File: config.mk
export PLATFORM = sky130hd
export DESIGN_NAME = filename_wildcard_matcher_core
export DESIGN_NICKNAME = d
export VERILOG_FILES = /design/src/rtl/core/fwm_pkg.sv /design/src/rtl/core/fwm_ctrl.sv /design/src/rtl/core/fwm_datapath.sv /design/src/rtl/core/filename_wildcard_matcher_core.sv
export SDC_FILE = /design/constraint.sdc
export NUM_CORES = 1
export LEC_CHECK = 0
export BUFFER_PORTS_ARGS = -buffer_cell sky130_fd_sc_hd__buf_2
export CORE_ASPECT_RATIO = 0.8
export CORE_MARGIN = 8
export CORE_UTILIZATION = 44
export CTS_BUF_LIST = sky130_fd_sc_hd__clkbuf_8
export DETAILED_ROUTE_END_ITERATION = 10
export PLACE_DENSITY = 0.6
export SETUP_SLACK_MARGIN = 0.1
export SYNTH_ARGS = -nofsm -noshare
export SYNTH_HDL_FRONTEND = slang
export SYNTH_HIERARCHICAL = 1
export SYNTH_SLANG_ARGS = --single-unit
File: constraint.sdc
create_clock -name clk -period 7 [get_ports clk]
set_input_delay 0.7 -clock clk [delete_from_list [all_inputs] [get_ports clk]]
set_output_delay 0.7 -clock clk [all_outputs]
set_load 0.005 [all_outputs]
File: src/rtl/core/fwm_pkg.sv
// Shared types and constants for the file name wildcard matcher.
package fwm_pkg;

    localparam int unsigned PAT_MAX   = 16;
    localparam int unsigned POS_W     = 5;
    localparam int unsigned CHAR_W    = 8;
    localparam int unsigned DATA_W    = 64;
    localparam int unsigned ADDR_W    = 5;
    localparam int unsigned REG_IDX_W = 2;

    localparam logic [CHAR_W-1:0] CH_STAR  = 8'h2A;
    localparam logic [CHAR_W-1:0] CH_QUEST = 8'h3F;
    localparam logic [CHAR_W-1:0] CH_DOT   = 8'h2E;

    localparam logic [REG_IDX_W-1:0] REG_CHARS_LO = 2'd0;
    localparam logic [REG_IDX_W-1:0] REG_CHARS_HI = 2'd1;
    localparam logic [REG_IDX_W-1:0] REG_LENGTH   = 2'd2;

    typedef struct packed {
        logic                 char_step;
        logic                 end_step;
        logic                 cfg_wr;
        logic [REG_IDX_W-1:0] cfg_idx;
    } cmd_t;

endpackage

File: src/rtl/core/fwm_ctrl.sv
// Handshake controller: accepts beats, issues datapath commands, owns the result slot.
module fwm_ctrl
(
    input  logic                          clk,
    input  logic                          rst_n,
    input  logic                          in_valid,
    output logic                          in_stall,
    input  logic                          name_end,
    output logic                          out_valid,
    input  logic                          out_stall,
    input  logic                          psel,
    input  logic                          penable,
    input  logic                          pwrite,
    input  logic [fwm_pkg::ADDR_W-1:0]    paddr,
    output fwm_pkg::cmd_t                 cmd
);

    localparam logic ST_EMPTY = 1'b0;
    localparam logic ST_FULL  = 1'b1;

    logic state_reg;
    logic state_next;
    logic in_accept;

    assign in_stall  = (state_reg == ST_FULL) && out_stall;
    assign in_accept = in_valid && !in_stall;
    assign out_valid = (state_reg == ST_FULL);

    always_comb
    begin
        cmd.char_step = in_accept && !name_end;
        cmd.end_step  = in_accept && name_end;
        cmd.cfg_wr    = psel && penable && pwrite;
        cmd.cfg_idx   = paddr[fwm_pkg::ADDR_W-1:fwm_pkg::ADDR_W-fwm_pkg::REG_IDX_W];
    end

    always_comb
    begin
        state_next = state_reg;
        unique case (state_reg)
            ST_EMPTY:
            begin
                if (cmd.end_step)
                begin
                    state_next = ST_FULL;
                end
            end
            ST_FULL:
            begin
                if (cmd.end_step)
                begin
                    state_next = ST_FULL;
                end
                else if (!out_stall)
                begin
                    state_next = ST_EMPTY;
                end
            end
            default:
            begin
                state_next = ST_EMPTY;
            end
        endcase
    end

    always_ff @(posedge clk or negedge rst_n)
    begin
        if (!rst_n)
        begin
            state_reg <= ST_EMPTY;
        end
        else
        begin
            state_reg <= state_next;
        end
    end

`ifndef SYNTHESIS
    a_end_fills_slot: assert property (@(posedge clk) disable iff (!rst_n)
        cmd.end_step |=> out_valid)
        else $error("Result slot not filled after an end beat.");

    a_no_accept_when_blocked: assert property (@(posedge clk) disable iff (!rst_n)
        (out_valid && out_stall) |-> !(cmd.char_step || cmd.end_step))
        else $error("Beat accepted while the result slot is blocked.");

    a_slot_drains: assert property (@(posedge clk) disable iff (!rst_n)
        (out_valid && !out_stall && !cmd.end_step) |=> !out_valid)
        else $error("Result slot did not drain after a taken result.");
`endif

endmodule

File: src/rtl/core/fwm_datapath.sv
// Pattern registers, match position tracking and result register.
module fwm_datapath
#(
    parameter int unsigned PATTERN_CHARS = 16
)
(
    input  logic                          clk,
    input  logic                          rst_n,
    input  fwm_pkg::cmd_t                 cmd,
    input  logic [fwm_pkg::CHAR_W-1:0]    name_char,
    input  logic [fwm_pkg::DATA_W-1:0]    pwdata,
    output logic [fwm_pkg::DATA_W-1:0]    prdata,
    output logic                          matched
);

    localparam int unsigned PM  = fwm_pkg::PAT_MAX;
    localparam int unsigned PW  = fwm_pkg::POS_W;
    localparam int unsigned CW  = fwm_pkg::CHAR_W;
    localparam logic [PW-1:0] LEN_CAP = PW'(PATTERN_CHARS);

    logic [fwm_pkg::DATA_W-1:0] chars_lo_reg;
    logic [fwm_pkg::DATA_W-1:0] chars_hi_reg;
    logic [PW-1:0]              length_reg;
    logic [PW-1:0]              pos_reg;
    logic [PW-1:0]              pos_next;
    logic                       failed_reg;
    logic                       failed_next;
    logic                       matched_reg;

    logic [2*fwm_pkg::DATA_W-1:0] chars_all;
    logic [CW-1:0]                pchar [PM];
    logic [PM-1:0]                in_use;
    logic [PM-1:0]                is_wild;
    logic [PM-1:0]                tail_ok;
    logic [PM-1:0]                dot_stop;
    logic [PW-1:0]                len_eff;
    logic                         nz_run;
    logic [PW-2:0]                pos_idx;
    logic                         pos_ok;
    logic [CW-1:0]                cur;
    logic [PW-2:0]                stop_idx;
    logic                         stop_found;
    logic                         end_ok;

    assign chars_all = {chars_hi_reg, chars_lo_reg};
    assign len_eff   = (length_reg > LEN_CAP) ? LEN_CAP : length_reg;
    assign pos_idx   = pos_reg[PW-2:0];
    assign pos_ok    = !pos_reg[PW-1] && in_use[pos_idx];
    assign cur       = pchar[pos_idx];
    assign matched   = matched_reg;

    always_comb
    begin
        nz_run = 1'b1;
        for (int i = 0; i < PM; i++)
        begin
            pchar[i]   = chars_all[CW*i +: CW];
            nz_run     = nz_run && (pchar[i] != '0);
            in_use[i]  = nz_run && (PW'(i) < len_eff);
            is_wild[i] = (pchar[i] == fwm_pkg::CH_STAR) || (pchar[i] == fwm_pkg::CH_QUEST);
            dot_stop[i] = (PW'(i) >= pos_reg) && (!in_use[i] || !is_wild[i]);
            tail_ok[i] = !(PW'(i) >= pos_reg) || !in_use[i] || is_wild[i]
                         || (pchar[i] == fwm_pkg::CH_DOT);
        end
    end

    always_comb
    begin
        stop_idx   = '0;
        stop_found = 1'b0;
        for (int j = PM - 1; j >= 0; j--)
        begin
            if (dot_stop[j])
            begin
                stop_idx   = (PW-1)'(j);
                stop_found = 1'b1;
            end
        end
    end

    assign end_ok = !failed_reg && (&tail_ok);

    always_comb
    begin
        pos_next    = pos_reg;
        failed_next = failed_reg;
        if (cmd.end_step)
        begin
            pos_next    = '0;
            failed_next = 1'b0;
        end
        else if (cmd.char_step && !failed_reg)
        begin
            priority if (!pos_ok)
            begin
                failed_next = 1'b1;
            end
            else if (name_char == cur)
            begin
                pos_next = pos_reg + PW'(1);
            end
            else if (name_char == fwm_pkg::CH_DOT)
            begin
                if (stop_found && in_use[stop_idx] && (pchar[stop_idx] == fwm_pkg::CH_DOT))
                begin
                    pos_next = PW'(stop_idx) + PW'(1);
                end
                else
                begin
                    failed_next = 1'b1;
                end
            end
            else if (cur == fwm_pkg::CH_STAR)
            begin
                pos_next = pos_reg;
            end
            else if (cur == fwm_pkg::CH_QUEST)
            begin
                pos_next = pos_reg + PW'(1);
            end
            else
            begin
                failed_next = 1'b1;
            end
        end
    end

    always_comb
    begin
        unique case (cmd.cfg_idx)
            fwm_pkg::REG_CHARS_LO: prdata = chars_lo_reg;
            fwm_pkg::REG_CHARS_HI: prdata = chars_hi_reg;
            fwm_pkg::REG_LENGTH:   prdata = fwm_pkg::DATA_W'(length_reg);
            default:               prdata = '0;
        endcase
    end

    always_ff @(posedge clk or negedge rst_n)
    begin
        if (!rst_n)
        begin
            chars_lo_reg <= '0;
            chars_hi_reg <= '0;
            length_reg   <= '0;
            pos_reg      <= '0;
            failed_reg   <= 1'b0;
        end
        else
        begin
            pos_reg    <= pos_next;
            failed_reg <= failed_next;
            if (cmd.cfg_wr)
            begin
                unique case (cmd.cfg_idx)
                    fwm_pkg::REG_CHARS_LO: chars_lo_reg <= pwdata;
                    fwm_pkg::REG_CHARS_HI: chars_hi_reg <= pwdata;
                    fwm_pkg::REG_LENGTH:   length_reg   <= pwdata[PW-1:0];
                    default:               length_reg   <= length_reg;
                endcase
            end
        end
    end

    always_ff @(posedge clk)
    begin
        if (cmd.end_step)
        begin
            matched_reg <= end_ok;
        end
    end

`ifndef SYNTHESIS
    a_end_clears: assert property (@(posedge clk) disable iff (!rst_n)
        cmd.end_step |=> (pos_reg == '0) && !failed_reg)
        else $error("Match state not cleared after an end beat.");

    a_fail_sticks: assert property (@(posedge clk) disable iff (!rst_n)
        (failed_reg && !cmd.end_step) |=> failed_reg && $stable(pos_reg))
        else $error("Failure cleared or position moved before the end beat.");

    a_pos_bound: assert property (@(posedge clk) disable iff (!rst_n)
        pos_reg <= LEN_CAP)
        else $error("Pattern position beyond the pattern bound.");
`endif

endmodule

File: src/rtl/core/filename_wildcard_matcher_core.sv
// Top level of the file name wildcard matcher.
// The result beat is presented in the cycle after its end beat is accepted.
// Throughput: one name beat per cycle unless the result slot is blocked; the pattern
// compare and a find-first encoder over the pattern positions resolve each beat.
// Reset clears the pattern registers, the match position and the result slot at once.
module filename_wildcard_matcher_core
#(
    parameter int unsigned PATTERN_CHARS = 16
)
(
    input  logic                          clk,
    input  logic                          rst_n,
    input  logic                          in_valid,
    output logic                          in_stall,
    input  logic [fwm_pkg::CHAR_W-1:0]    name_char,
    input  logic                          name_end,
    output logic                          out_valid,
    input  logic                          out_stall,
    output logic                          matched,
    input  logic                          psel,
    input  logic                          penable,
    input  logic                          pwrite,
    input  logic [fwm_pkg::ADDR_W-1:0]    paddr,
    input  logic [fwm_pkg::DATA_W-1:0]    pwdata,
    output logic [fwm_pkg::DATA_W-1:0]    prdata,
    output logic                          pready
);

    fwm_pkg::cmd_t cmd;

    assign pready = 1'b1;

    fwm_ctrl u_ctrl
    (
        .clk       (clk),
        .rst_n     (rst_n),
        .in_valid  (in_valid),
        .in_stall  (in_stall),
        .name_end  (name_end),
        .out_valid (out_valid),
        .out_stall (out_stall),
        .psel      (psel),
        .penable   (penable),
        .pwrite    (pwrite),
        .paddr     (paddr),
        .cmd       (cmd)
    );

    fwm_datapath #(
        .PATTERN_CHARS (PATTERN_CHARS)
    ) u_datapath
    (
        .clk       (clk),
        .rst_n     (rst_n),
        .cmd       (cmd),
        .name_char (name_char),
        .pwdata    (pwdata),
        .prdata    (prdata),
        .matched   (matched)
    );

endmodule

# Word-level counts from Yosys, hierarchy flattened
# Index checks and enable logic that the tools add are counted.
dict set report totals {
  regBits 141
  latch_bits 0
  ramBits 0
  mem_bits_ro 0
  in_bits 85
  wordCells 390
  n_memories 0
}
dict set report op_classes {
  addsub 2
  mul 0
  n_div 0
  order_cmp 37
  n_eq_ne 61
  n_shift 0
  mux 64
  n_bitwise 3
  n_reduce_logical 216
}
# operator count
set op_table {}
lappend op_table {{8-bit by 6-bit == test with 1-bit output, second input constant} 52}
lappend op_table {{64-bit case mux with 3 select lines} 1}
lappend op_table {{8-bit nonzero test} 16}
lappend op_table {{1-bit logical OR} 80}
lappend op_table {{8-bit binary-select mux with 4-bit select} 2}
lappend op_table {{4-bit two-way mux} 16}
lappend op_table {{1-bit logical AND} 58}
lappend op_table {{1-bit logical NOT} 52}
lappend op_table {{5-bit two-way mux} 9}
lappend op_table {{4-bit by 5-bit greater-or-equal comparator with 1-bit output, first input constant} 8}
lappend op_table {{4-bit by 5-bit < comparator with 1-bit output, first input constant} 8}
lappend op_table {{8-bit two-way mux} 4}
lappend op_table {{1-bit two-way mux} 29}
lappend op_table {{3-bit by 5-bit greater-or-equal comparator with 1-bit output, first input constant} 4}
lappend op_table {{3-bit by 5-bit < comparator with 1-bit output, first input constant} 4}
lappend op_table {{16-bit AND reduction} 1}
lappend op_table {{4-bit inequality test, second input constant} 3}
lappend op_table {{1-bit by 5-bit greater-or-equal comparator with 1-bit output, first input constant} 2}
lappend op_table {{2-bit by 5-bit greater-or-equal comparator with 1-bit output, first input constant} 2}
lappend op_table {{5-bit greater-or-equal comparator, second input constant} 2}
lappend op_table {{1-bit by 5-bit < comparator with 1-bit output, first input constant} 2}
lappend op_table {{2-bit by 5-bit < comparator with 1-bit output, first input constant} 2}
lappend op_table {{4-bit by 5-bit < comparator with 1-bit output, second input constant} 2}
lappend op_table {{4-bit NOT with 5-bit output} 2}
lappend op_table {{other kinds (17)} 22}

# Logic depth before layout (Yosys ltp)
# Gate-level depths: netlist of run 1.
dict set report logic_depth {
  word_depth 48
  mapped_depth 16
  depth_no_buf 15
}

# Modules after synthesis
# Netlist of run 1, hierarchy kept.
# module n_inst cells_per_inst area_per_inst_um2
set modules_own_cells {}
lappend modules_own_cells {fwm_datapath 1 958 9940.8}
lappend modules_own_cells {fwm_ctrl 1 9 81.3}
lappend modules_own_cells {filename_wildcard_matcher_core 1 2 11.3}

# Worst setup path before layout of run 1
# No wires, ideal clock.
dict set report synth_timing {
  path_kind {register -> register}
  startpoint {register u_datapath.pos_reg[1]}
  endpoint {register u_datapath.pos_reg[0]}
  setup_time_ns 0.125
  arrival_time_ns 3.968
  setup_slack_ns 2.907
  stages_incl_launch_ff 12
  n_path_buf 4
  synth_period_minus_slack_ns 4.093
  path_cell_list {dfrtp_1 clkbuf_1 buf_2 buf_2 buf_2 mux4_1 mux4_2 or4_1 o211a_1 and2_1 a31oi_4 mux2_4}
}
dict set report synth_between {
  elab_chain_len 26
}
# element line
set synth_lines {}
lappend synth_lines {{start: declaration} fwm_datapath.sv:24} ;# logic [PW-1:0] pos_reg;
lappend synth_lines {{start signal: assignment} fwm_datapath.sv:150} ;# pos_reg <= pos_next;
lappend synth_lines {{4-bit by 5-bit greater-or-equal comparator with 1-bit output} fwm_datapath.sv:61} ;# dot_stop[i] = (PW'(i) >= pos_reg) && (!in_use[i] || !is_wild[i]);
lappend synth_lines {{1-bit logical AND} fwm_datapath.sv:61}
lappend synth_lines {{4-bit two-way mux (16 in series)} fwm_datapath.sv:73} ;# if (dot_stop[j])
lappend synth_lines {{4-bit NOT with 5-bit output (not written as such)} fwm_datapath.sv:104} ;# if (stop_found && in_use[stop_idx] && (pchar[stop_idx] == fwm_pkg::CH_DOT))
lappend synth_lines {{8-bit binary-select mux with 4-bit select} fwm_datapath.sv:104}
lappend synth_lines {{8-bit two-way mux (not written as such) (2 in series)} fwm_datapath.sv:104}
lappend synth_lines {{8-bit by 6-bit == test with 1-bit output} fwm_datapath.sv:104}
lappend synth_lines {{1-bit logical AND} fwm_datapath.sv:104}
lappend synth_lines {{4-bit by 3-bit inequality test with 1-bit output (no line)} n/a}
lappend synth_lines {{5-bit AND reduction (no line)} n/a}
# Several ways; a longest one is shown, not always the timed one. The select of a mux whose other input is x is not followed.
# A chain may end at the register's enable or synchronous reset.

# Final worst setup path of run 1
dict set report layout_timing {
  startpoint {register u_datapath/chars_hi_reg[10] (netlist bit)}
  endpoint {register u_datapath.pos_reg[1]}
}
dict set report layout_between {
  elab_chain_len 36
}
# element line
set layout_lines {}
lappend layout_lines {{start: declaration} fwm_datapath.sv:22} ;# logic [fwm_pkg::DATA_W-1:0] chars_hi_reg;
lappend layout_lines {{start signal: assignment} fwm_datapath.sv:156} ;# fwm_pkg::REG_CHARS_HI: chars_hi_reg <= pwdata;
lappend layout_lines {{8-bit nonzero test} fwm_datapath.sv:58} ;# nz_run = nz_run && (pchar[i] != '0);
lappend layout_lines {{1-bit logical AND (7 in series)} fwm_datapath.sv:58}
lappend layout_lines {{1-bit logical AND} fwm_datapath.sv:59} ;# in_use[i] = nz_run && (PW'(i) < len_eff);
lappend layout_lines {{1-bit logical NOT} fwm_datapath.sv:61}
lappend layout_lines {{1-bit logical OR} fwm_datapath.sv:61}
lappend layout_lines {{1-bit logical AND} fwm_datapath.sv:61}
lappend layout_lines {{4-bit two-way mux (16 in series)} fwm_datapath.sv:73}
lappend layout_lines {{4-bit NOT with 5-bit output (not written as such)} fwm_datapath.sv:104}
lappend layout_lines {{8-bit binary-select mux with 4-bit select} fwm_datapath.sv:104}
lappend layout_lines {{8-bit two-way mux (not written as such) (2 in series)} fwm_datapath.sv:104}
lappend layout_lines {{8-bit by 6-bit == test with 1-bit output} fwm_datapath.sv:104}
lappend layout_lines {{1-bit logical AND} fwm_datapath.sv:104}
lappend layout_lines {{4-bit by 3-bit inequality test with 1-bit output (no line)} n/a}
lappend layout_lines {{5-bit AND reduction (no line)} n/a}
# Several ways; a longest one is shown, not always the timed one. The select of a mux whose other input is x is not followed.

==> impl_metrics.prom, run 1 <==
# TYPE chip_impl_metric gauge
chip_impl_metric{name="max_cap_violations",unit=""} 0
chip_impl_metric{name="num_vias",unit=""} 8949
chip_impl_metric{name="postCtsHoldBufs",unit=""} 0
chip_impl_metric{name="number_of_post_cts_setup_repair_buffers",unit=""} 0
chip_impl_info{name="most_frequently_used_flop_master_after_synthesis",value="dfrtp_1"} 1
chip_impl_metric{name="peak_supply_drop",unit="mV"} 0.135
chip_impl_metric{name="buffer_ports.inserted",unit=""} 148
chip_impl_metric{name="design.final.nets",unit=""} 1183
chip_impl_metric{name="preCtsSetupSlack",unit="ns"} 2.48
chip_impl_metric{name="slew_viols_final",unit=""} 0
chip_impl_metric{name="setup_tns_final",unit="ns"} 0
chip_impl_metric{name="clock-sinks",unit=""} 141
chip_impl_metric{name="core.rowCount",unit=""} 49
chip_impl_metric{name="yosysTopAreaCellShare",unit=""} 0.349
chip_impl_info{name="sort_of_element_at_the_start_of_the_critical_path",value="register"} 1
chip_impl_metric{name="drtAntennaViolNets",unit=""} 0
chip_impl_metric{name="cts-buffers-inserted",unit=""} 17
chip_impl_info{name="run_status",value="finished clean"} 1
chip_impl_metric{name="fp.dieW",unit="microns"} 185
chip_impl_metric{name="worst_path_required_time",unit="ns"} 7.37
chip_impl_metric{name="async_sr_flop_fraction",unit=""} 0.993
chip_impl_metric{name="floorplan.die.height",unit="microns"} 151
chip_impl_metric{name="clock_skew",unit="ns"} 0.0262
chip_impl_metric{name="worst_case_setup_margin_in_the_final_layout",unit="ns"} 2.35
chip_impl_metric{name="min_period_over_period",unit=""} 0.664
chip_impl_metric{name="drc",unit=""} 0
chip_impl_metric{name="grt_use_total",unit=""} 0.271
chip_impl_metric{name="max_slew.worst_pin.slew",unit="ns"} 1.00
chip_impl_metric{name="relative_area_change_from_synthesis_to_final_layout",unit="%"} 14.1
chip_impl_metric{name="drt_pre_antenna_iters",unit=""} 7
chip_impl_metric{name="gr-total-overflow",unit=""} 0
chip_impl_info{name="setup.worst_path.start",value="u_datapath/chars_hi_reg[10]"} 1
chip_impl_metric{name="gp_congestion",unit=""} 1.00
chip_impl_metric{name="crit_arrival",unit="ns"} 5.02
chip_impl_metric{name="cts_max_level",unit=""} 4
chip_impl_metric{name="clk_path_buf_depth",unit=""} 2
chip_impl_metric{name="avgSynthCellArea",unit="sq um"} 10.4
chip_impl_metric{name="antenna-diode-count",unit=""} 0
chip_impl_info{name="synth_top_cells_by_area",value="dfrtp_1 35%, mux2_2 15%, mux4_2 9.2%"} 1
chip_impl_info{name="critical_path.reg2reg.startpoint",value="u_datapath/chars_hi_reg[10]"} 1
chip_impl_metric{name="number_of_setup_violations_in_the_final_report",unit=""} 0
chip_impl_metric{name="detail_route.vias_per_cell",unit=""} 6.33
chip_impl_metric{name="total_leakage_power",unit="nW"} 5.00
chip_impl_metric{name="synth_fp_nets",unit=""} 1058
chip_impl_metric{name="cts.clk_slew.worst_paths",unit="ns"} 0.11
chip_impl_info{name="yosys_top_cell_by_area",value="dfrtp_1"} 1
chip_impl_info{name="worstPathCellList",value="nor3_1 > nand3_1 > nand4_1 > nor3_1 > nand3_1 > a2111oi_4 > o41ai_4 > a2111oi_2 > a211oi_1 > or4_4 > nand3_4 > a31oi_4 > mux2_4"} 1
chip_impl_metric{name="fillerInstances",unit=""} 2124
chip_impl_metric{name="cpPeakStageDelay",unit="ns"} 0.68
chip_impl_metric{name="floorplan.initialDensity",unit=""} 0.447
chip_impl_metric{name="drt_first_iter_violations",unit=""} 1083
chip_impl_metric{name="drive_gt1_frac",unit=""} 0.360
chip_impl_metric{name="postRouteWirelength",unit="mm"} 37.7
chip_impl_metric{name="synth.distinct_cells",unit=""} 85
chip_impl_info{name="worst_setup_path_end_kind",value="register"} 1
chip_impl_info{name="min-delay-path-class",value="in -> async"} 1
chip_impl_metric{name="wl_per_cell",unit="microns"} 26.7
chip_impl_metric{name="synth_area",unit="sq um"} 10000
chip_impl_metric{name="antenna_found_initial",unit=""} 0
chip_impl_metric{name="postLayoutCoreUtil",unit=""} 0.510
chip_impl_metric{name="power_density",unit="nW/um^2"} 263
chip_impl_metric{name="fp.coreArea",unit="sq um"} 22400
chip_impl_metric{name="flip_flop_and_latch_count_after_synthesis",unit=""} 141
chip_impl_metric{name="relSlewSlack",unit=""} 0.325
chip_impl_metric{name="grt_first_pass_wirelength",unit="mm"} 55.9
chip_impl_metric{name="synth_warnings",unit=""} 6
chip_impl_metric{name="io_pins",unit=""} 153
chip_impl_info{name="layout_commonest_cell",value="buf_2"} 1
chip_impl_metric{name="ys_seq_area_frac",unit=""} 0.352
chip_impl_info{name="cts.root.buffer_cell",value="clkbuf_8"} 1
chip_impl_metric{name="post_synth_inst_count",unit=""} 969
chip_impl_metric{name="grt_max_degree",unit=""} 90
chip_impl_metric{name="clkLatencyLatePin",unit="ns"} 0.48
chip_impl_metric{name="worstPathBufferInverterCount",unit=""} 0
chip_impl_metric{name="number_of_synthesized_flops_with_an_enable_pin",unit=""} 1
chip_impl_metric{name="post-route-min-period",unit="ns"} 4.65
chip_impl_metric{name="timing.critical_path.fanout_max",unit=""} 8
chip_impl_info{name="setup.worst_path.class",value="reg -> reg"} 1
chip_impl_info{name="cpMaxStageDelayCell",value="nor3_1"} 1
chip_impl_metric{name="max_freq",unit="GHz"} 0.215
chip_impl_metric{name="place.detailed.hpwl",unit="mm"} 28.8
chip_impl_info{name="unrepaired_setup_endpoints_after_global_routing",value="no"} 1
chip_impl_metric{name="floorplan.die_area",unit="sq um"} 27900
chip_impl_info{name="tritoncts_clock_tree",value="done"} 1
chip_impl_metric{name="first_global_vias",unit=""} 8726
chip_impl_metric{name="hold_violation_count_in_the_final_report",unit=""} 0
chip_impl_info{name="cpLargestDelayFamily",value="simple AND/OR/NAND/NOR gates"} 1
chip_impl_metric{name="post_cts_resized",unit=""} 0
chip_impl_info{name="most_used_cells_in_the_layout_excluding_fill_and_tap_cells",value="146 x buf_2, 139 x dfrtp_1, 133 x mux2_2, 130 x nor2_1, 66 x mux2i_1"} 1
## cells in the mapped netlist (4+ instances only)
cell type / instances
dfrtp_1: 140
mux2_2: 133
nor2_1: 130
mux2i_1: 66
nand2_1: 46
mux4_2: 41
o21ai_0: 37
nor3_1: 35
clkbuf_1: 34
nand3_1: 28
and3_1: 21
a21oi_1: 19
nand4_1: 19
inv_1: 16
and4_1: 14
a31oi_1: 13
nor4_1: 12
or3_1: 11
xnor2_1: 9
and2_1: 8
buf_1: 8
buf_2: 8
o31ai_1: 8
a211oi_1: 5
a31o_2: 4
ha_1: 4
o211ai_1: 4
o21a_1: 4
or2_2: 4
## cells by family after synthesis
family                     Yosys count  synth area share
xor gates and xnor gates             9           0.00786
adders and majority gates            4           0.00499
and+or+nand+nor                    354             0.179
other                                1          0.000374
buffers and inverters               71            0.0294
DFF                                141             0.352
AOI/OAI and AO/OA                  146             0.113
muxes                              243             0.313
## layer usage
metal  wire length, microns  vias up  share of wire  track usage
met5                      0        -              0            0
met4                    796        0          0.021       0.0735
met3                   4080       43           0.11       0.0717
met2                  15400      496           0.41        0.380
met1                  17400     4465           0.46        0.403
li1                       -     3945              -            -
## worst reg2reg max path: cells and delay by family (launching register included)
family | cells | cell delay (ns)
simple gates | 7 | 2.33
compound gates | 5 | 1.34
flops | 1 | 0.57
mux | 1 | 0.32
## area by class of cell
class                      count  area [sq um]  share of cell area
inverter                      17          63.8             0.00557
sequential                   141          3530               0.309
tap                          306           383              0.0334
multi-input combinational    757          6210               0.543
clock buffer                  17           234              0.0204
clock inverter                15           180              0.0157
timing repair buffer         160           840              0.0733
## path summary, 6_finish.rpt
check | cells after the start | slack [ns] | to
min | 1 | 0.29 | u_datapath/chars_hi_reg[54]
max reg2reg | 13 | 2.35 | u_datapath/pos_reg[1]
min reg2reg | 1 | 0.59 | u_datapath/chars_lo_reg[31]
max in group asynchronous | 2 | 5.47 | u_datapath/pos_reg[1]
min in group clk | 3 | 0.45 | u_ctrl/out_valid
max | 13 | 2.35 | u_datapath/pos_reg[1]
## stage by stage
stage,hold WS [ns],instances,area (sq um),power (mW)
detailed placement,0.558,1381,11000,2.27
global route,0.345,1413,11400,3.14
CTS,0.313,1413,11400,2.99
floorplan,0.404,969,10000,1.80
finish,0.288,1413,11400,3.01
global placement,0.545,1381,11000,2.25
## power breakdown
group | internal [mW] | total, mW | switching [mW]
clock | 0.330 | 0.718 | 0.388
sequential | 0.992 | 1.38 | 0.393
combinational | 0.438 | 0.907 | 0.469
Power figures use the tool's default switching activity.
==> inputs of run 2 (changes only) <==
==> constraint.sdc (replaced) <==
create_clock -name clk -period 4.4 [get_ports clk]
set_input_delay 0.44 -clock clk [delete_from_list [all_inputs] [get_ports clk]]
set_output_delay 0.44 -clock clk [all_outputs]
set_load 0.005 [all_outputs]
==> run 2 against run 1 <==
Compared with the run above: clock power rose by 49%; cell area rose by 6.2%; worst hold slack worse by 0.24 ns; non-clock buffer count is 90 higher; critical endpoint is now u_datapath/pos_reg[0].
==> impl_metrics.prom, run 2 (synthesized netlist as in run 1, its figures left out) <==
# TYPE chip_impl_metric gauge
chip_impl_metric{name="post-route-min-period",unit="ns"} 4.18
chip_impl_metric{name="drt_pre_antenna_iters",unit=""} 5
chip_impl_metric{name="floorplan.initialDensity",unit=""} 0.447
chip_impl_metric{name="placedCellCount",unit=""} 1471
chip_impl_info{name="most_used_cells_in_the_layout_excluding_fill_and_tap_cells",value="146 x buf_2, 136 x dfrtp_1, 133 x mux2_2, 130 x nor2_1, 103 x buf_4"} 1
chip_impl_metric{name="drive_gt1_frac",unit=""} 0.417
chip_impl_metric{name="timing.critical_path.fanout_max",unit=""} 6
chip_impl_metric{name="relative_area_change_from_synthesis_to_final_layout",unit="%"} 21.1
chip_impl_metric{name="r2r_setup_slack",unit="ns"} 0.22
chip_impl_metric{name="max_slew.worst_pin.slew",unit="ns"} 0.999
chip_impl_metric{name="drt_first_iter_violations",unit=""} 1077
chip_impl_metric{name="min_period_over_period",unit=""} 0.951
chip_impl_info{name="cpMaxStageDelayCell",value="nor3_1"} 1
chip_impl_metric{name="gp_congestion",unit=""} 0.974
chip_impl_metric{name="design.final.nets",unit=""} 1273
chip_impl_metric{name="placed_area",unit="sq um"} 11700
chip_impl_info{name="unrepaired_setup_endpoints_after_global_routing",value="no"} 1
chip_impl_metric{name="drc",unit=""} 0
chip_impl_info{name="cpLargestDelayFamily",value="compound AO/OA/AOI/OAI gates"} 1
chip_impl_metric{name="power.share.combinational",unit=""} 0.407
chip_impl_metric{name="clkLatencyLatePin",unit="ns"} 0.46
chip_impl_metric{name="power_report.internal_total",unit="mW"} 2.95
chip_impl_metric{name="fp.dieW",unit="microns"} 185
chip_impl_metric{name="cts-buffers-inserted",unit=""} 17
chip_impl_metric{name="switch_pwr",unit="mW"} 2.08
chip_impl_metric{name="crit_arrival",unit="ns"} 4.53
chip_impl_metric{name="cts.clk_slew.worst_paths",unit="ns"} 0.11
chip_impl_metric{name="fin_hold_ws",unit="ns"} 0.0483
chip_impl_metric{name="grt_max_degree",unit=""} 99
chip_impl_metric{name="power_density",unit="nW/um^2"} 414
chip_impl_metric{name="buffer_ports.inserted",unit=""} 148
chip_impl_metric{name="num_vias",unit=""} 9457
chip_impl_info{name="min-delay-path-class",value="in -> async"} 1
chip_impl_metric{name="max_freq",unit="GHz"} 0.239
chip_impl_metric{name="worstPathBufferInverterCount",unit=""} 0
chip_impl_info{name="sort_of_element_at_the_start_of_the_critical_path",value="register"} 1
chip_impl_metric{name="slew_viols_final",unit=""} 0
chip_impl_metric{name="clk_path_buf_depth",unit=""} 2
chip_impl_metric{name="postLayoutCellArea",unit="sq um"} 12200
chip_impl_metric{name="core.rowCount",unit=""} 49
chip_impl_metric{name="drtAntennaViolNets",unit=""} 0
chip_impl_metric{name="floorplan.die_area",unit="sq um"} 27900
chip_impl_metric{name="fp.coreArea",unit="sq um"} 22400
chip_impl_info{name="layout_commonest_cell",value="buf_2"} 1
chip_impl_metric{name="relative_contribution_of_sequential_cells_to_total_power",unit=""} 0.381
chip_impl_info{name="tritoncts_clock_tree",value="done"} 1
chip_impl_metric{name="grt_first_pass_wirelength",unit="mm"} 58.2
chip_impl_metric{name="number_of_setup_violations_in_the_final_report",unit=""} 0
chip_impl_metric{name="floorplan.die.height",unit="microns"} 151
chip_impl_metric{name="wl_per_cell",unit="microns"} 25.9
chip_impl_metric{name="worst_path_required_time",unit="ns"} 4.75
chip_impl_info{name="setup.worst_path.class",value="reg -> reg"} 1
chip_impl_metric{name="max_cap_violations",unit=""} 0
chip_impl_metric{name="antenna_found_initial",unit=""} 1
chip_impl_metric{name="postRouteWirelength",unit="mm"} 38.9
chip_impl_metric{name="non_filler_instance_count_after_layout",unit=""} 1503
chip_impl_metric{name="detail_route.vias_per_cell",unit=""} 6.29
chip_impl_metric{name="cpPeakStageDelay",unit="ns"} 0.57
chip_impl_metric{name="setup_tns_final",unit="ns"} 0
chip_impl_metric{name="cts_max_level",unit=""} 4
chip_impl_metric{name="peak_supply_drop",unit="mV"} 0.219
chip_impl_info{name="rr_endpoint",value="u_datapath/pos_reg[0]"} 1
chip_impl_metric{name="grt_use_total",unit=""} 0.280
chip_impl_metric{name="clock_power_share",unit=""} 0.212
chip_impl_metric{name="place.detailed.hpwl",unit="mm"} 30.5
chip_impl_metric{name="total_leakage_power",unit="nW"} 5.46
chip_impl_info{name="worstPathCellList",value="nor3_1 > and3_1 > or3_1 > o41a_1 > a21boi_0 > nor2_1 > o2111a_1 > o311a_1 > a2111oi_4 > nand3_4 > a31oi_4 > mux2_4"} 1
chip_impl_info{name="worst_setup_path_end_kind",value="register"} 1
chip_impl_metric{name="worst_r2r_path_depth",unit=""} 12
chip_impl_info{name="cts.root.buffer_cell",value="clkbuf_8"} 1
chip_impl_metric{name="swShare",unit=""} 0.414
chip_impl_metric{name="number_of_post_cts_setup_repair_buffers",unit=""} 0
chip_impl_metric{name="io_pins",unit=""} 153
chip_impl_metric{name="gr-total-overflow",unit=""} 0
chip_impl_metric{name="antenna-diode-count",unit=""} 0
chip_impl_metric{name="clock_skew",unit="ns"} 0.0197
chip_impl_metric{name="hold_violation_count_in_the_final_report",unit=""} 0
chip_impl_metric{name="relSlewSlack",unit=""} 0.334
chip_impl_metric{name="clock-sinks",unit=""} 141
chip_impl_metric{name="postCtsHoldBufs",unit=""} 0
chip_impl_metric{name="first_global_vias",unit=""} 9257
chip_impl_info{name="run_status",value="finished clean"} 1
chip_impl_info{name="critical_path.reg2reg.startpoint",value="u_datapath/chars_hi_reg[48]"} 1
==> run 2: cell types whose count changed in the layout (fill, tap and decap cells not counted), sizes merged <==
| cell | before | now |
|---|---|---|
| bufinv | 2 | 0 |
| clkinv | 3 | 6 |
| buf | 160 | 250 |
| clkinvlp | 3 | 0 |
| inv | 24 | 26 |
==> run 2: what timing repair did <==
| item | CTS | global route |
|---|---|---|
| hold endpoints to repair | 0 | 0 |
| pin swaps | 0 | 1 |
| resized for setup | 1 | 11 |
| setup endpoints to repair | 1 | 5 |
==> run 2: worst max path at each step <==
stage	cells past startpoint	end	start	slack [ns]
floorplan	11	u_datapath/pos_reg[0]	u_datapath/pos_reg[1]	0.31
global placement	13	u_datapath/pos_reg[1]	u_datapath/chars_lo_reg[0]	0.22
detailed placement	13	u_datapath/pos_reg[0]	u_datapath/chars_lo_reg[0]	0.11
CTS	13	u_datapath/pos_reg[0]	u_datapath/chars_lo_reg[0]	0.13
global route	14	u_datapath/pos_reg[0]	u_datapath/chars_lo_reg[49]	0.12
finish	12	u_datapath/pos_reg[0]	u_datapath/chars_hi_reg[48]	0.22
==> run 2: cell type report <==
class | instances | area, sq um
fillers | 2073 | 10300
repair buffers | 250 | 1520
clock inverters | 15 | 163
multi-input cells | 757 | 6250
well taps | 306 | 383
clock buffers | 17 | 234
flip-flops and latches | 141 | 3540
inverters | 17 | 63.8
==> run 2: layer usage <==
metal | up-vias | global-route usage | routed length [microns]
met1 | 4681 | 0.416 | 17600
li1 | 4131 | - | -
met2 | 585 | 0.383 | 15400
met5 | - | 0 | 13
met3 | 58 | 0.0818 | 4940
met4 | 2 | 0.0839 | 887
==> run 2: per-stage QoR <==
step                       util  power, mW  setup WS (ns)
after floorplan               -       2.87          0.307
after global placement    0.522       3.86          0.219
after detailed placement  0.522       3.89          0.115
after CTS                 0.540       4.97          0.129
after global routing      0.542       5.26          0.118
final                     0.542       5.03          0.217
==> run 2: power by group through the flow <==
| stage | logic (mW) | clock network, mW | registers [mW] |
|---|---|---|---|
| finish | 2.05 | 1.07 | 1.92 |
| CTS | 1.99 | 1.09 | 1.89 |
| global placement | 1.96 | 0 | 1.91 |
| global route | 2.17 | 1.13 | 1.95 |
| floorplan | 1.01 | 0 | 1.86 |
| detailed placement | 1.98 | 0 | 1.92 |
==> inputs of run 3 (changes only) <==
==> constraint.sdc (replaced) <==
create_clock -name clk -period 4.4 [get_ports clk]
set_input_delay 0.88 -clock clk [delete_from_list [all_inputs] [get_ports clk]]
set_output_delay 0.88 -clock clk [all_outputs]
set_load 0.005 [all_outputs]
==> run 3 against run 2 <==
Compared with the run above: total power is 2.2% higher; clock-buffer cell count stayed put; sequential cell count stayed put; non-clock buffer count is 15 higher; setup slack better by 0.012 ns; sequential power hardly changed; highest routed layer unchanged.
==> impl_metrics.prom, run 3 (synthesized netlist as in run 1, its figures left out) <==
# TYPE chip_impl_metric gauge
chip_impl_metric{name="fillerInstances",unit=""} 2075
chip_impl_info{name="worstPathCellList",value="nor4_1 > a31oi_4 > nand4_2 > buf_4 > o31ai_1 > o32ai_1 > a211oi_1 > or4_1 > a211oi_1 > a2111oi_4 > nand3_4 > a31oi_4 > mux2_4"} 1
chip_impl_metric{name="drc",unit=""} 0
chip_impl_metric{name="grt_max_degree",unit=""} 98
chip_impl_metric{name="cpPeakStageDelay",unit="ns"} 0.68
chip_impl_info{name="rr_endpoint",value="u_datapath/pos_reg[1]"} 1
chip_impl_metric{name="relSlewSlack",unit=""} 0.364
chip_impl_info{name="min-delay-path-class",value="in -> async"} 1
chip_impl_info{name="cts.root.buffer_cell",value="clkbuf_8"} 1
chip_impl_metric{name="postCtsHoldBufs",unit=""} 0
chip_impl_metric{name="drt_first_iter_violations",unit=""} 1155
chip_impl_metric{name="power_density",unit="nW/um^2"} 418
chip_impl_info{name="capturing_element_of_the_worst_setup_path",value="u_datapath/pos_reg[1]"} 1
chip_impl_metric{name="drt_pre_antenna_iters",unit=""} 5
chip_impl_metric{name="first_global_vias",unit=""} 9413
chip_impl_info{name="layout_commonest_cell",value="buf_2"} 1
chip_impl_metric{name="worst_case_setup_margin_in_the_final_layout",unit="ns"} 0.229
chip_impl_metric{name="fp.dieW",unit="microns"} 185
chip_impl_info{name="unrepaired_setup_endpoints_after_global_routing",value="no"} 1
chip_impl_metric{name="gr-total-overflow",unit=""} 0
chip_impl_metric{name="crit_arrival",unit="ns"} 4.52
chip_impl_metric{name="clock_skew",unit="ns"} 0.0151
chip_impl_info{name="tritoncts_clock_tree",value="done"} 1
chip_impl_metric{name="worst_path_required_time",unit="ns"} 4.75
chip_impl_metric{name="hold_violation_count_in_the_final_report",unit=""} 0
chip_impl_metric{name="place.detailed.hpwl",unit="mm"} 31.1
chip_impl_metric{name="detail_route.vias_per_cell",unit=""} 6.21
chip_impl_metric{name="cts-buffers-inserted",unit=""} 17
chip_impl_metric{name="floorplan.die_area",unit="sq um"} 27900
chip_impl_metric{name="grt_first_pass_wirelength",unit="mm"} 59.5
chip_impl_metric{name="peak_supply_drop",unit="mV"} 0.195
chip_impl_metric{name="relative_area_change_from_synthesis_to_final_layout",unit="%"} 22.8
chip_impl_metric{name="min_period_over_period",unit=""} 0.948
chip_impl_info{name="setup.worst_path.class",value="reg -> reg"} 1
chip_impl_metric{name="footprint_of_the_multi_input_gates",unit="sq um"} 6250
chip_impl_metric{name="io_pins",unit=""} 153
chip_impl_metric{name="sequential_cell_area",unit="sq um"} 3540
chip_impl_metric{name="buffer_ports.inserted",unit=""} 148
chip_impl_info{name="critical_path.reg2reg.startpoint",value="u_datapath/chars_lo_reg[43]"} 1
chip_impl_info{name="run_status",value="finished clean"} 1
chip_impl_metric{name="timing.critical_path.fanout_max",unit=""} 7
chip_impl_info{name="setup.worst_path.start",value="u_datapath/chars_lo_reg[43]"} 1
chip_impl_metric{name="r2r_setup_slack",unit="ns"} 0.23
chip_impl_metric{name="fp.coreArea",unit="sq um"} 22400
chip_impl_info{name="worst_setup_path_end_kind",value="register"} 1
chip_impl_metric{name="cts_max_level",unit=""} 4
chip_impl_info{name="cpMaxStageDelayCell",value="nor4_1"} 1
chip_impl_metric{name="floorplan.die.height",unit="microns"} 151
chip_impl_metric{name="number_of_setup_violations_in_the_final_report",unit=""} 0
chip_impl_metric{name="max_slew.worst_pin.slew",unit="ns"} 0.954
chip_impl_metric{name="slew_viols_final",unit=""} 0
chip_impl_metric{name="post-route-min-period",unit="ns"} 4.17
chip_impl_metric{name="floorplan.initialDensity",unit=""} 0.447
chip_impl_metric{name="drive_gt1_frac",unit=""} 0.422
chip_impl_metric{name="antenna_found_initial",unit=""} 2
chip_impl_metric{name="max_cap_violations",unit=""} 0
chip_impl_info{name="sort_of_element_at_the_start_of_the_critical_path",value="register"} 1
chip_impl_metric{name="postRouteWirelength",unit="mm"} 39.4
chip_impl_metric{name="worst_r2r_path_depth",unit=""} 13
chip_impl_metric{name="num_vias",unit=""} 9429
chip_impl_metric{name="preCtsSetupSlack",unit="ns"} 0.0967
chip_impl_info{name="most_used_cells_in_the_layout_excluding_fill_and_tap_cells",value="146 x buf_2, 137 x dfrtp_1, 133 x mux2_2, 130 x nor2_1, 115 x buf_4"} 1
chip_impl_metric{name="clkLatencyLatePin",unit="ns"} 0.46
chip_impl_metric{name="gp_congestion",unit=""} 1.02
chip_impl_metric{name="max_freq",unit="GHz"} 0.240
chip_impl_metric{name="wl_per_cell",unit="microns"} 26.0
chip_impl_metric{name="cts.clk_slew.worst_paths",unit="ns"} 0.10
chip_impl_metric{name="grt_use_total",unit=""} 0.286
chip_impl_metric{name="core.rowCount",unit=""} 49
chip_impl_metric{name="clock-sinks",unit=""} 141
chip_impl_metric{name="total_leakage_power",unit="nW"} 5.53
chip_impl_metric{name="fin_hold_ws",unit="ns"} 0.514
chip_impl_metric{name="drtAntennaViolNets",unit=""} 0
chip_impl_metric{name="design.final.nets",unit=""} 1288
chip_impl_metric{name="setup_tns_final",unit="ns"} 0
chip_impl_metric{name="clk_path_buf_depth",unit=""} 2
## run 3: cell types whose count changed in the layout (fill, tap and decap cells not counted), moves of 2 or more
cell	previous run	this run
buf_12	0	3
nor4_2	0	2
bufinv_16	0	2
clkinvlp_4	0	3
buf_4	103	115
inv_8	5	3
clkinv_8	3	1
## run 3: layer usage
layer | part of all wire | routed length (microns) | vias to the layer above | GRT usage
met5 | 0.00028 | 11 | - | 0
met4 | 0.025 | 971 | 2 | 0.0895
met3 | 0.11 | 4370 | 66 | 0.0808
met2 | 0.40 | 15900 | 523 | 0.396
met1 | 0.46 | 18200 | 4687 | 0.422
li1 | - | - | 4151 | -
## run 3: layout make-up
class                      count  area share
clock buffer                  17      0.0190
clock inverter                15      0.0146
timing repair buffer         265       0.135
antenna                        1    0.000203
tap                          306      0.0311
multi-input combinational    757       0.508
sequential                   141       0.287
inverter                      17     0.00518
## run 3: worst min-delay path by stage
stage / cells past startpoint / slack, ns / end / startpoint
6_report: 1 / 0.51 / u_datapath/chars_hi_reg[55] / rst_n
5_1_grt: 1 / 0.55 / u_datapath/chars_hi_reg[55] / rst_n
4_1_cts: 1 / 0.52 / u_datapath/chars_lo_reg[47] / rst_n
3_5_place_dp: 1 / 0.55 / u_datapath/chars_hi_reg[31] / u_datapath/chars_hi_reg[31]
3_3_place_gp: 1 / 0.55 / u_datapath/chars_hi_reg[31] / u_datapath/chars_hi_reg[31]
2_1_floorplan: 1 / 0.52 / u_datapath/chars_hi_reg[38] / u_datapath/chars_hi_reg[38]
## run 3: stage by stage
stage          total power, mW  instances  cell area, sq um   util
2_1_floorplan             2.87        969             10000      -
3_5_place_dp              3.93       1486             11900  0.528
3_3_place_gp              3.90       1486             11900  0.528
5_1_grt                   5.37       1518             12300  0.549
6_report                  5.14       1519             12300  0.549
4_1_cts                   5.08       1518             12300  0.547
## run 3: report_power, final
part           internal (mW)  switching, mW
clock network          0.525          0.614
logic                  0.950           1.15
registers               1.58          0.324
total                   3.06           2.09
## run 3: repair_timing
action / in CTS / in global routing
setup buffers: 0 / 0
resized for setup: 2 / 9
setup endpoints to repair: 2 / 5
pin swaps: 0 / 1
hold endpoints to repair: 0 / 0
## run 3: critical path: cells and delay by family, from the launching register on
family	cells	cell delay, ns
AOI/OAI and AO/OA	7	1.50
muxes	1	0.31
buffers and inverters	1	0.18
and+or+nand+nor	4	1.57
DFF	1	0.48
